$ cat src/hw/rtl/ultrasonic_ranging_controller_defines.svh
// ---------------------------------------------------------------------------
// ultrasonic ranging controller assertion macros
// concurrent assertion wrappers, empty when SYNTHESIS is defined
// ---------------------------------------------------------------------------
`ifndef ULTRASONIC_RANGING_CONTROLLER_DEFINES_SVH
`define ULTRASONIC_RANGING_CONTROLLER_DEFINES_SVH

`ifndef SYNTHESIS

// same-cycle implication
`define URC_ASSERT_NOW(label, clk, rst_n, ante, cons, msg) \
    label: assert property (@(posedge clk) disable iff (!rst_n) (ante) |-> (cons)) \
        else $error(msg);

// next-cycle implication
`define URC_ASSERT_NEXT(label, clk, rst_n, ante, cons, msg) \
    label: assert property (@(posedge clk) disable iff (!rst_n) (ante) |=> (cons)) \
        else $error(msg);

`else

`define URC_ASSERT_NOW(label, clk, rst_n, ante, cons, msg)

`define URC_ASSERT_NEXT(label, clk, rst_n, ante, cons, msg)

`endif

`endif

$ cat src/hw/rtl/urc_pkg.sv
// ---------------------------------------------------------------------------
// ultrasonic ranging controller package
// widths, phase codes, status codes and register map
// ---------------------------------------------------------------------------
package urc_pkg;

    localparam int TIME_BITS = 16;
    localparam int DIST_BITS = 10;

    localparam int CFG_TIME_W = 16;
    localparam int CFG_PER_W  = 8;
    localparam int CFG_DIST_W = 10;
    localparam int DIST_OUT_W = 10;
    localparam int STATUS_W   = 2;

    localparam int TCMP_W = ((TIME_BITS > CFG_TIME_W) ? TIME_BITS : CFG_TIME_W) + 1;
    localparam int DCMP_W = (DIST_BITS > CFG_DIST_W) ? DIST_BITS : CFG_DIST_W;

    localparam logic [TIME_BITS-1:0] TIME_MAX = {TIME_BITS{1'b1}};
    localparam logic [DIST_BITS-1:0] DIST_MAX = {DIST_BITS{1'b1}};

    localparam int PADDR_W = 5;
    localparam int PDATA_W = 32;

    localparam logic [2:0] REG_ENABLE    = 3'd0;
    localparam logic [2:0] REG_TRIG_W    = 3'd1;
    localparam logic [2:0] REG_TIMEOUT   = 3'd2;
    localparam logic [2:0] REG_US_PER_CM = 3'd3;
    localparam logic [2:0] REG_MAX_DIST  = 3'd4;

    localparam logic [1:0] PH_IDLE = 2'd0;
    localparam logic [1:0] PH_TRIG = 2'd1;
    localparam logic [1:0] PH_WAIT = 2'd2;
    localparam logic [1:0] PH_TIME = 2'd3;

    localparam logic [STATUS_W-1:0] ST_OK      = 2'd0;
    localparam logic [STATUS_W-1:0] ST_TIMEOUT = 2'd1;
    localparam logic [STATUS_W-1:0] ST_RANGE   = 2'd2;

    localparam logic [CFG_TIME_W-1:0] RST_TRIG_W    = 16'd1000;
    localparam logic [CFG_TIME_W-1:0] RST_TIMEOUT   = 16'd40000;
    localparam logic [CFG_PER_W-1:0]  RST_US_PER_CM = 8'd58;
    localparam logic [CFG_DIST_W-1:0] RST_MAX_DIST  = 10'd99;

endpackage

$ cat src/hw/rtl/ultrasonic_ranging_controller.sv
// ---------------------------------------------------------------------------
// ultrasonic ranging controller
// Each request is one microsecond tick carrying the measure request and the
// sampled echo level; every request yields exactly one result in the cycle after
// it is taken, and a new request is taken every cycle while the result
// register is empty or being drained. The trigger is held for
// trigger_width_us ticks, the echo rise is awaited for echo_timeout_us ticks,
// and the echo high time is counted in units of us_per_cm ticks into whole centimetres
// (saturating). Results report ok with the distance, echo timeout, or out of
// range. State advances only while enable is set. Write configuration only
// while no result is pending.
// ---------------------------------------------------------------------------
`include "ultrasonic_ranging_controller_defines.svh"

module ultrasonic_ranging_controller
    import urc_pkg::*;
(
    input  logic                  clk,
    input  logic                  rst_n,

    input  logic                  psel,
    input  logic                  penable,
    input  logic                  pwrite,
    input  logic [PADDR_W-1:0]    paddr,
    input  logic [PDATA_W-1:0]    pwdata,
    output logic [PDATA_W-1:0]    prdata,
    output logic                  pready,

    input  logic                  in_valid,
    output logic                  in_ready,
    input  logic                  measure_request,
    input  logic                  echo_level,

    output logic                  out_valid,
    input  logic                  out_ready,
    output logic                  trigger_level,
    output logic                  done_res,
    output logic [STATUS_W-1:0]   status,
    output logic [DIST_OUT_W-1:0] distance_cm,
    output logic                  busy_res
);

    // configuration
    logic                  enable_reg;
    logic [CFG_TIME_W-1:0] trig_width_reg;
    logic [CFG_TIME_W-1:0] timeout_reg;
    logic [CFG_PER_W-1:0]  per_cm_reg;
    logic [CFG_DIST_W-1:0] max_dist_reg;

    logic       cfg_wr;
    logic [2:0] cfg_idx;

    assign pready  = 1'b1;
    assign cfg_idx = paddr[PADDR_W-1:2];
    assign cfg_wr  = psel & penable & pwrite;

    always_ff @(posedge clk or negedge rst_n)
    begin
        if (!rst_n)
        begin
            enable_reg     <= 1'b0;
            trig_width_reg <= RST_TRIG_W;
            timeout_reg    <= RST_TIMEOUT;
            per_cm_reg     <= RST_US_PER_CM;
            max_dist_reg   <= RST_MAX_DIST;
        end
        else if (cfg_wr)
        begin
            case (cfg_idx)
                REG_ENABLE:    enable_reg     <= pwdata[0];
                REG_TRIG_W:    trig_width_reg <= pwdata[CFG_TIME_W-1:0];
                REG_TIMEOUT:   timeout_reg    <= pwdata[CFG_TIME_W-1:0];
                REG_US_PER_CM: per_cm_reg     <= pwdata[CFG_PER_W-1:0];
                REG_MAX_DIST:  max_dist_reg   <= pwdata[CFG_DIST_W-1:0];
                default:       ;
            endcase
        end
    end

    always_comb
    begin
        prdata = '0;
        case (cfg_idx)
            REG_ENABLE:    prdata = PDATA_W'(enable_reg);
            REG_TRIG_W:    prdata = PDATA_W'(trig_width_reg);
            REG_TIMEOUT:   prdata = PDATA_W'(timeout_reg);
            REG_US_PER_CM: prdata = PDATA_W'(per_cm_reg);
            REG_MAX_DIST:  prdata = PDATA_W'(max_dist_reg);
            default:       prdata = '0;
        endcase
    end

    // measurement state
    logic [1:0]           phase_reg,     phase_next;
    logic [TIME_BITS-1:0] tick_reg,      tick_next;
    logic [CFG_PER_W-1:0] sub_cm_reg,    sub_cm_next;
    logic [DIST_BITS-1:0] cm_reg,        cm_next;
    logic                 echo_prev_reg;
    logic                 rise_seen_reg, rise_seen_next;

    // result register
    logic                  out_valid_reg;
    logic                  trig_out_reg;
    logic                  done_out_reg;
    logic [STATUS_W-1:0]   status_out_reg;
    logic [DIST_OUT_W-1:0] dist_out_reg;
    logic                  busy_out_reg;

    logic                  done_next;
    logic [STATUS_W-1:0]   status_next;
    logic [DIST_OUT_W-1:0] dist_next;

    logic                  accept;
    logic                  rise;
    logic [TCMP_W-1:0]     tick_inc;
    logic                  trig_end;
    logic                  wait_end;
    logic [CFG_PER_W-1:0]  per;
    logic [CFG_PER_W-1:0]  sub_base;
    logic [DIST_BITS-1:0]  cm_base;
    logic [CFG_PER_W:0]    sub_inc;
    logic                  sub_wrap;
    logic [CFG_PER_W-1:0]  sub_cnt;
    logic [DIST_BITS-1:0]  cm_cnt;
    logic                  over_range;

    assign in_ready = !out_valid_reg || out_ready;
    assign accept   = in_valid && in_ready;
    assign rise     = echo_level & ~echo_prev_reg;

    assign tick_inc = TCMP_W'(tick_reg) + TCMP_W'(1);
    assign trig_end = tick_inc >= TCMP_W'(trig_width_reg);
    assign wait_end = tick_inc >= TCMP_W'(timeout_reg);

    // one echo tick into the centimetre counter
    assign per      = (per_cm_reg == '0) ? CFG_PER_W'(1) : per_cm_reg;
    assign sub_base = (phase_reg == PH_TIME) ? sub_cm_reg : '0;
    assign cm_base  = (phase_reg == PH_TIME) ? cm_reg : '0;
    assign sub_inc  = {1'b0, sub_base} + (CFG_PER_W+1)'(1);
    assign sub_wrap = sub_inc >= {1'b0, per};
    assign sub_cnt  = sub_wrap ? '0 : sub_inc[CFG_PER_W-1:0];
    assign cm_cnt   = (sub_wrap && cm_base != DIST_MAX) ? cm_base + DIST_BITS'(1) : cm_base;

    assign over_range = DCMP_W'(cm_reg) > DCMP_W'(max_dist_reg);

    always_comb
    begin
        phase_next     = phase_reg;
        tick_next      = tick_reg;
        sub_cm_next    = sub_cm_reg;
        cm_next        = cm_reg;
        rise_seen_next = rise_seen_reg;
        done_next      = 1'b0;
        status_next    = ST_OK;
        dist_next      = '0;
        if (enable_reg)
        begin
            case (phase_reg)
                PH_IDLE:
                begin
                    rise_seen_next = 1'b0;
                    if (measure_request)
                    begin
                        phase_next = PH_TRIG;
                        tick_next  = '0;
                    end
                end
                PH_TRIG:
                begin
                    if (rise)
                    begin
                        rise_seen_next = 1'b1;
                    end
                    if (trig_end)
                    begin
                        phase_next = PH_WAIT;
                        tick_next  = '0;
                    end
                    else if (tick_reg != TIME_MAX)
                    begin
                        tick_next = tick_inc[TIME_BITS-1:0];
                    end
                end
                PH_WAIT:
                begin
                    // rise wins over a coincident timeout
                    if (rise || rise_seen_reg)
                    begin
                        phase_next     = PH_TIME;
                        rise_seen_next = 1'b0;
                        tick_next      = '0;
                        sub_cm_next    = sub_cnt;
                        cm_next        = cm_cnt;
                    end
                    else if (wait_end)
                    begin
                        phase_next  = PH_IDLE;
                        tick_next   = '0;
                        done_next   = 1'b1;
                        status_next = ST_TIMEOUT;
                    end
                    else if (tick_reg != TIME_MAX)
                    begin
                        tick_next = tick_inc[TIME_BITS-1:0];
                    end
                end
                PH_TIME:
                begin
                    if (!echo_level)
                    begin
                        phase_next = PH_IDLE;
                        done_next  = 1'b1;
                        if (over_range)
                        begin
                            status_next = ST_RANGE;
                        end
                        else
                        begin
                            dist_next = DIST_OUT_W'(cm_reg);
                        end
                    end
                    else
                    begin
                        sub_cm_next = sub_cnt;
                        cm_next     = cm_cnt;
                    end
                end
                default:
                begin
                    phase_next = PH_IDLE;
                end
            endcase
        end
    end

    always_ff @(posedge clk or negedge rst_n)
    begin
        if (!rst_n)
        begin
            phase_reg     <= PH_IDLE;
            tick_reg      <= '0;
            sub_cm_reg    <= '0;
            cm_reg        <= '0;
            echo_prev_reg <= 1'b0;
            rise_seen_reg <= 1'b0;
        end
        else if (accept)
        begin
            phase_reg     <= phase_next;
            tick_reg      <= tick_next;
            sub_cm_reg    <= sub_cm_next;
            cm_reg        <= cm_next;
            echo_prev_reg <= echo_level;
            rise_seen_reg <= rise_seen_next;
        end
    end

    always_ff @(posedge clk or negedge rst_n)
    begin
        if (!rst_n)
        begin
            out_valid_reg <= 1'b0;
        end
        else if (accept)
        begin
            out_valid_reg <= 1'b1;
        end
        else if (out_ready)
        begin
            out_valid_reg <= 1'b0;
        end
    end

    always_ff @(posedge clk)
    begin
        if (accept)
        begin
            trig_out_reg   <= (phase_next == PH_TRIG);
            done_out_reg   <= done_next;
            status_out_reg <= status_next;
            dist_out_reg   <= dist_next;
            busy_out_reg   <= (phase_next != PH_IDLE);
        end
    end

    assign out_valid     = out_valid_reg;
    assign trigger_level = trig_out_reg;
    assign done_res      = done_out_reg;
    assign status        = status_out_reg;
    assign distance_cm   = dist_out_reg;
    assign busy_res      = busy_out_reg;

    `URC_ASSERT_NOW(a_err_no_dist, clk, rst_n,
        out_valid_reg && status_out_reg != ST_OK, dist_out_reg == '0, "distance on error")
    `URC_ASSERT_NOW(a_done_idle, clk, rst_n,
        out_valid_reg && done_out_reg, !busy_out_reg, "done while still busy")
    `URC_ASSERT_NOW(a_trig_busy, clk, rst_n,
        out_valid_reg && trig_out_reg, busy_out_reg, "trigger outside measurement")
    `URC_ASSERT_NOW(a_time_no_latch, clk, rst_n,
        phase_reg == PH_TIME, !rise_seen_reg, "stale early rise in echo timing")
    `URC_ASSERT_NEXT(a_idle_hold, clk, rst_n,
        accept && phase_reg == PH_IDLE && !measure_request, phase_reg == PH_IDLE,
        "left idle without request")

endmodule
$ cat config.mk
export PLATFORM = sky130hd
export DESIGN_NAME = ultrasonic_ranging_controller
export DESIGN_NICKNAME = d
export VERILOG_FILES = /design/src/hw/rtl/urc_pkg.sv /design/src/hw/rtl/ultrasonic_ranging_controller.sv
export VERILOG_INCLUDE_DIRS = /design/src /design/src/hw/rtl
export SDC_FILE = /design/constraint.sdc
export NUM_CORES = 1
export LEC_CHECK = 0
export ABC_AREA = 1
export BUFFER_PORTS_ARGS = -buffer_cell sky130_fd_sc_hd__buf_2
export CAP_MARGIN = 15
export CORE_AREA = 2 2 112 114
export CTS_CLUSTER_SIZE = 24
export DETAILED_ROUTE_END_ITERATION = 16
export DIE_AREA = 0 0 114 116
export GPL_ROUTABILITY_DRIVEN = 0
export PLACE_DENSITY = 0.8
export SETUP_SLACK_MARGIN = 0.5
export SLEW_MARGIN = 25
export SYNTH_ARGS = -nofsm -noshare
export SYNTH_HDL_FRONTEND = slang
export SYNTH_SLANG_ARGS = --single-unit
$ cat constraint.sdc
create_clock -name clk -period 3.95 [get_ports clk]
set_clock_uncertainty 0.1 [all_clocks]
set_input_delay 0.1975 -clock clk [delete_from_list [all_inputs] [get_ports clk]]
set_output_delay 0.1975 -clock clk [all_outputs]
set_load 0.005 [all_outputs]
==> impl_metrics.json, run 1 <==
{
  "critPathMaxStageDelay_ns": 0.42,
  "cts-root-buf": "clkbuf_16",
  "grt_max_degree": 59,
  "grt_pass1_wl_mm": 25.2,
  "cts.sinks": 105,
  "cts_max_path_buffers": 2,
  "ys_seq_area_share_pct": 39.4,
  "drive_gt1_share_pct": 16.6,
  "vias": 5879,
  "slew_headroom_pct": 38.2,
  "min-delay-start": "out_ready",
  "peakVddDrop_v": 0.000294,
  "rows": 40,
  "drt_wl_total_mm": 15.6,
  "drcViolationCount": 0,
  "die_h_um": 116,
  "netlist_area_um2": 6910,
  "seq_power_share_pct": 37.1,
  "die_area_um2": 13200,
  "yosys_warnings": 0,
  "core_area_um2": 11900,
  "synth_top_area_cell": "dfrtp_1",
  "fin_tns_setup_ns": 0,
  "area_growth_pct": 12.7,
  "antenna_found_initial": 0,
  "power.density_nw_per_um2": 531,
  "port_buffers": 60,
  "avgSynthCellArea_um2": 7.92,
  "grt.met1_usage_pct": 36.0,
  "cts_buffers": 9,
  "critical_path.max_fanout": 3,
  "cp-endpoint": "busy_res",
  "max_freq_mhz": 307,
  "stdcell_count": 1098,
  "hold_viol": 0,
  "cp.depth": 21,
  "leakage_nw": 3.97,
  "hpwl_mm": 11.6,
  "critical_path_required_ns": 3.97,
  "finalCritPeriodShare_pct": 82.5,
  "io_pins": 96,
  "ant_nets": 0,
  "critPathArrivalTime_ns": 3.27,
  "busiest_layer": "met1",
  "cap_violations": 0,
  "setup_viol": 0,
  "switching_share_pct": 39.2,
  "dp.cells": 1066,
  "internal_power_mw": 2.51,
  "cpMostUsedCell": "nor2_1",
  "path_clk_slew_ns": 0.07,
  "cp-start-kind": "flop",
  "cp-startpoint": "tick_reg[1]",
  "path_cells": "buf_4 > nand4_1 > nor2_1 > nand2_1 > nor2_1 > nand4_1 > xnor2_2 > ha_1 > nand2_2 > nor2_2 > nand2_1 > nor2_1 > nor2_1 > nor2_1 > nor2_2 > nand2_2 > o21ai_1 > a21boi_1 > nand2_1 > nand2_1 > nand3_1",
  "hp-class": "input port to flop",
  "tritoncts": "built",
  "vias_per_cell": 5.35,
  "synth_cell_types": 45,
  "layout_common_cells": "186 x nand2_1, 162 x inv_1, 81 x o21ai_0, 68 x dfrtp_1, 66 x nor2_1",
  "drt-pass1-iter-count": 5,
  "ys_ff_latch": 105,
  "timing.rr.end": "busy_res",
  "initial_core_util_pct": 58.0,
  "async_reset_ff_share_pct": 85.7,
  "synth_area_leaders": "dfrtp_1 26%, ha_1 11%, nand2_1 10%",
  "h-tree-depth": 3,
  "final_common_cell": "nand2_1",
  "critPathTopFamily": "simple AND/OR/NAND/NOR gates",
  "nets": 1051,
  "grtUsageMet2_pct": 35.5,
  "die_x_um": 114,
  "drv_slew": 0,
  "synth_edf_count": 15,
  "combPwrFrac_pct": 41.2,
  "rsz0062_at_grt": "false",
  "cp_slowest_cell": "dfrtp_1",
  "outcome": "complete, no violations",
  "critical_path_class": "flop to flop",
  "fin_crit_ns": 3.26,
  "synth_cells": 873,
  "path_buf_inv": 1,
  "ys.flop_type": "dfrtp_1",
  "track_usage_pct": 24.2,
  "synth.top_cell.area_share_pct": 25.7,
  "end_kind": "flop",
  "met3_usage_pct": 4.39,
  "r2r_slack_ns": 0.69,
  "power.share.clock_pct": 21.8,
  "power.switching_mw": 1.62,
  "grt_overflow_total": 0,
  "num_antenna_cells": 0,
  "dr.first_iter.drc_count": 443,
  "r2r_cells": 21,
  "drt-wirelength-per-cell_um": 14.2,
  "reg2reg_from": "tick_reg[1]",
  "insertion_delay_ns": 0.36,
  "tightest_slew_ns": 0.925,
  "first_global_vias": 5260
}
## how the worst min path moves through the flow
stage               slack (ns)            endpoint  depth (start not counted)
floorplan                -0.20           cm_reg[0]                          0
global placement          0.21       sub_cm_reg[7]                          1
detailed placement        0.22       per_cm_reg[6]                          1
CTS                      0.004           out_valid                          4
global route              0.03  trig_width_reg[14]                          3
finish                    0.01           out_valid                          4
## synthesized netlist by cell type (2+ instances only)
master	count
a21oi_1	19
nor2_2	3
nor3_1	9
edfxtp_1	15
dfrtp_1	71
o31ai_1	3
clkbuf_1	11
a21o_1	3
o22ai_1	17
o221ai_1	2
xor2_1	21
o22ai_2	10
nand3_2	3
nand2_1	188
nand3_1	19
o21ai_0	82
a221o_1	8
buf_6	3
conb_1	2
buf_2	4
inv_1	164
dfstp_2	19
nand2_4	2
nor4_1	5
o21bai_1	3
ha_1	59
buf_4	17
nand2_2	7
inv_2	3
xnor2_1	2
nand4_1	15
nor2_1	69
and3_1	2
nor2_4	2
## power by group through the flow
stage	clock [mW]	combinational (mW)	sequential, mW
after floorplan	0	1.22	1.49
after global placement	0	1.53	1.52
after detailed placement	0	1.58	1.53
after CTS	0.911	1.60	1.52
after global routing	0.962	1.94	1.56
final	0.901	1.70	1.53
## worst min-delay path, stage by stage
cell and delay, ns:
buf_2 0.08, inv_1 0.03, nand2_1 0.08, nand2_1 0.06
## what timing repair did
action                                  in CTS  in global routing
endpoints found under the hold margin       57                  0
buffers inserted                             0                  9
resized for setup                            0                 21
hold buffers                                 7                  0
endpoints found under the setup margin       0                 33
## through the flow
stage	utilization [%]	setup WS, ns	cell area, µm²	power (mW)	hold slack, ns
2_1_floorplan	-	0.871	6970	2.71	-0.198
3_3_place_gp	61.1	0.688	7280	3.05	0.214
3_5_place_dp	61.1	0.635	7280	3.12	0.218
4_1_cts	64.1	0.623	7640	4.03	0.00444
5_1_grt	65.4	0.466	7790	4.46	0.0333
6_report	65.4	0.692	7790	4.14	0.0138
## metal layers
| layer | vias to the layer above | part of all wire, % |
|---|---|---|
| met5 | - | 0 |
| li1 | 2945 | - |
| met4 | 0 | 2.3 |
| met3 | 27 | 4.6 |
| met1 | 2736 | 49 |
| met2 | 171 | 44 |
## layout make-up
cell class / count / area [µm²]
Clock buffer: 12 / 236
Clock inverter: 4 / 51.3
Fill cell: 997 / 4120
Inverter: 167 / 627
Multi-Input combinational cell: 581 / 3480
Sequential cell: 105 / 2730
Tap cell: 147 / 184
Timing Repair Buffer: 82 / 485
## kinds of logic after synthesis
kind of cell	Yosys count	share of synthesized area, %
flip-flops	105	39.4
XOR/XNOR	23	2.91
AO/OA/AOI/OAI	154	13.9
adder cells (fa/ha/maj)	59	10.7
AND/OR/NAND/NOR	328	20.7
buffers and inverters	202	12.3
other	2	0.109
(Power assumes the default switching activity.)
==> run 2, diff against run 1 <==
- clock period: 3.95 -> 3.23 ns (I/O delays scaled with it)
==> impl_metrics.json, run 2 (synthesis gave the netlist of run 1 again) <==
{
  "hold_viol": 0,
  "path_clk_slew_ns": 0.07,
  "num_antenna_cells": 0,
  "grt_overflow_total": 0,
  "tightest_slew_ns": 0.920,
  "antenna_found_initial": 0,
  "hpwl_mm": 11.9,
  "finalCritPeriodShare_pct": 100,
  "drt-pass1-iter-count": 5,
  "first_global_vias": 5655,
  "track_usage_pct": 26.4,
  "outcome": "finished, violations left",
  "tritoncts": "built",
  "max_freq_mhz": 309,
  "multi_input_area_um2": 3820,
  "drive_gt1_share_pct": 23.9,
  "grt_pass1_wl_mm": 27.3,
  "vias_per_cell": 5.45,
  "cts.sinks": 105,
  "initial_core_util_pct": 58.0,
  "cts-root-buf": "clkbuf_16",
  "dp_slack_ns": 0.0312,
  "worst_slack_ns": -0.00622,
  "critPathArrivalTime_ns": 3.25,
  "die_h_um": 116,
  "cts_max_path_buffers": 2,
  "fin_crit_ns": 3.24,
  "drt-wirelength-per-cell_um": 15.5,
  "dr.first_iter.drc_count": 535,
  "cap_violations": 0,
  "area_growth_pct": 21.7,
  "stdcell_count": 1127,
  "layout_common_cells": "172 x nand2_1, 154 x inv_1, 70 x dfrtp_1, 67 x o21ai_0, 62 x nor2_1",
  "drcViolationCount": 0,
  "critical_path_class": "flop to flop",
  "critical_path.max_fanout": 4,
  "slew_headroom_pct": 38.5,
  "critical_path_required_ns": 3.24,
  "final_common_cell": "nand2_1",
  "h-tree-depth": 3,
  "grt_max_degree": 58,
  "rsz0062_at_grt": "true",
  "nets": 1080,
  "reg2reg_from": "tick_reg[1]",
  "hp-class": "input port to flop",
  "setup_viol": 1,
  "rows": 40,
  "cp-start-kind": "flop",
  "fin_tns_setup_ns": -0.00622,
  "vias": 6145,
  "min-delay-start": "pwdata[6]",
  "area.sequential_um2": 2730,
  "dp.cells": 1074,
  "end_kind": "flop",
  "leakage_nw": 4.26,
  "drv_slew": 0,
  "cts_buffers": 9,
  "cp-startpoint": "tick_reg[1]",
  "die_x_um": 114,
  "core_area_um2": 11900,
  "die_area_um2": 13200,
  "insertion_delay_ns": 0.37,
  "port_buffers": 60,
  "io_pins": 96,
  "final_util_pct": 70.7,
  "power.density_nw_per_um2": 654,
  "fill_cells": 913,
  "violations": "setup timing",
  "drt_wl_total_mm": 17.4,
  "ant_nets": 0,
  "hold_slack_ns": 0.000338,
  "peakVddDrop_v": 0.000519
}
run 2: cell types whose count changed in the layout (fill, tap and decap cells not counted), sizes merged, moves of 2 or more:
cell and change:
dlygate4sd3 +6, clkinv +3, buf +22, clkbuf -3, inv +2
run 2: power breakdown:
part | internal, mW | switching [mW] | total (mW)
logic | 1.04 | 1.52 | 2.56
clock network | 0.539 | 0.543 | 1.08
registers | 1.65 | 0.212 | 1.86
total | 3.22 | 2.28 | 5.50
run 2: worst max-delay path, cell delays in order, from the launching register on:
cell	delay, ns
dfrtp_1	0.40
buf_6	0.12
ha_4	0.14
nand3_4	0.10
inv_2	0.09
nand2_4	0.06
nor2_4	0.16
nand2_4	0.09
nor2_4	0.08
xor2_1	0.19
inv_2	0.09
ha_1	0.32
nand4_1	0.13
nor4_2	0.28
nand2_1	0.15
nand4_2	0.15
nand2_1	0.06
nand2_1	0.05
nand2_1	0.07
nand2_2	0.08
nand3_1	0.06
run 2: per-layer routing:
metal | track usage (%) | routed length, µm
met5 | 0 | 0
met4 | 9.67 | 379
met3 | 5.28 | 883
met2 | 41.5 | 8160
met1 | 36.6 | 8020
run 2: path summary, 6_finish.rpt:
kind / end / slack [ns] / cells after the start
setup / recovery: busy_res / -0.006 / 20
hold / removal: max_dist_reg[6] / 0.0003 / 3
setup reg to reg: busy_res / -0.006 / 20
hold reg to reg: per_cm_reg[2] / 0.39 / 2
max in group asynchronous: timeout_reg[15] / 1.89 / 3
min in group asynchronous: trig_width_reg[12] / 0.33 / 2
run 2: layout make-up:
| type | instances | area share (%) |
|---|---|---|
| tap | 147 | 2.19 |
| inverter | 167 | 7.72 |
| timing repair buffer | 110 | 8.83 |
| clock buffer | 9 | 2.68 |
| sequential | 105 | 32.4 |
| multi-input combinational | 582 | 45.5 |
| clock inverter | 7 | 0.729 |
run 2: timing repair:
| item | 4_1_cts | 5_1_grt |
|---|---|---|
| pin swaps | 30 | 29 |
| gates resized for setup | 44 | 62 |
| endpoints found under the setup margin | 40 | 40 |
| buffers inserted | 12 | 11 |
| cloned | 0 | 1 |
| hold buffers | 13 | 0 |
| hold endpoints to repair | 68 | 0 |
run 2: per-stage QoR:
stage / instance area, µm² / total power, mW
after global routing: 8420 / 5.88
after detailed placement: 7370 / 3.88
after global placement: 7370 / 3.81
after floorplan: 7010 / 3.34
final: 8420 / 5.50
after CTS: 8060 / 5.14
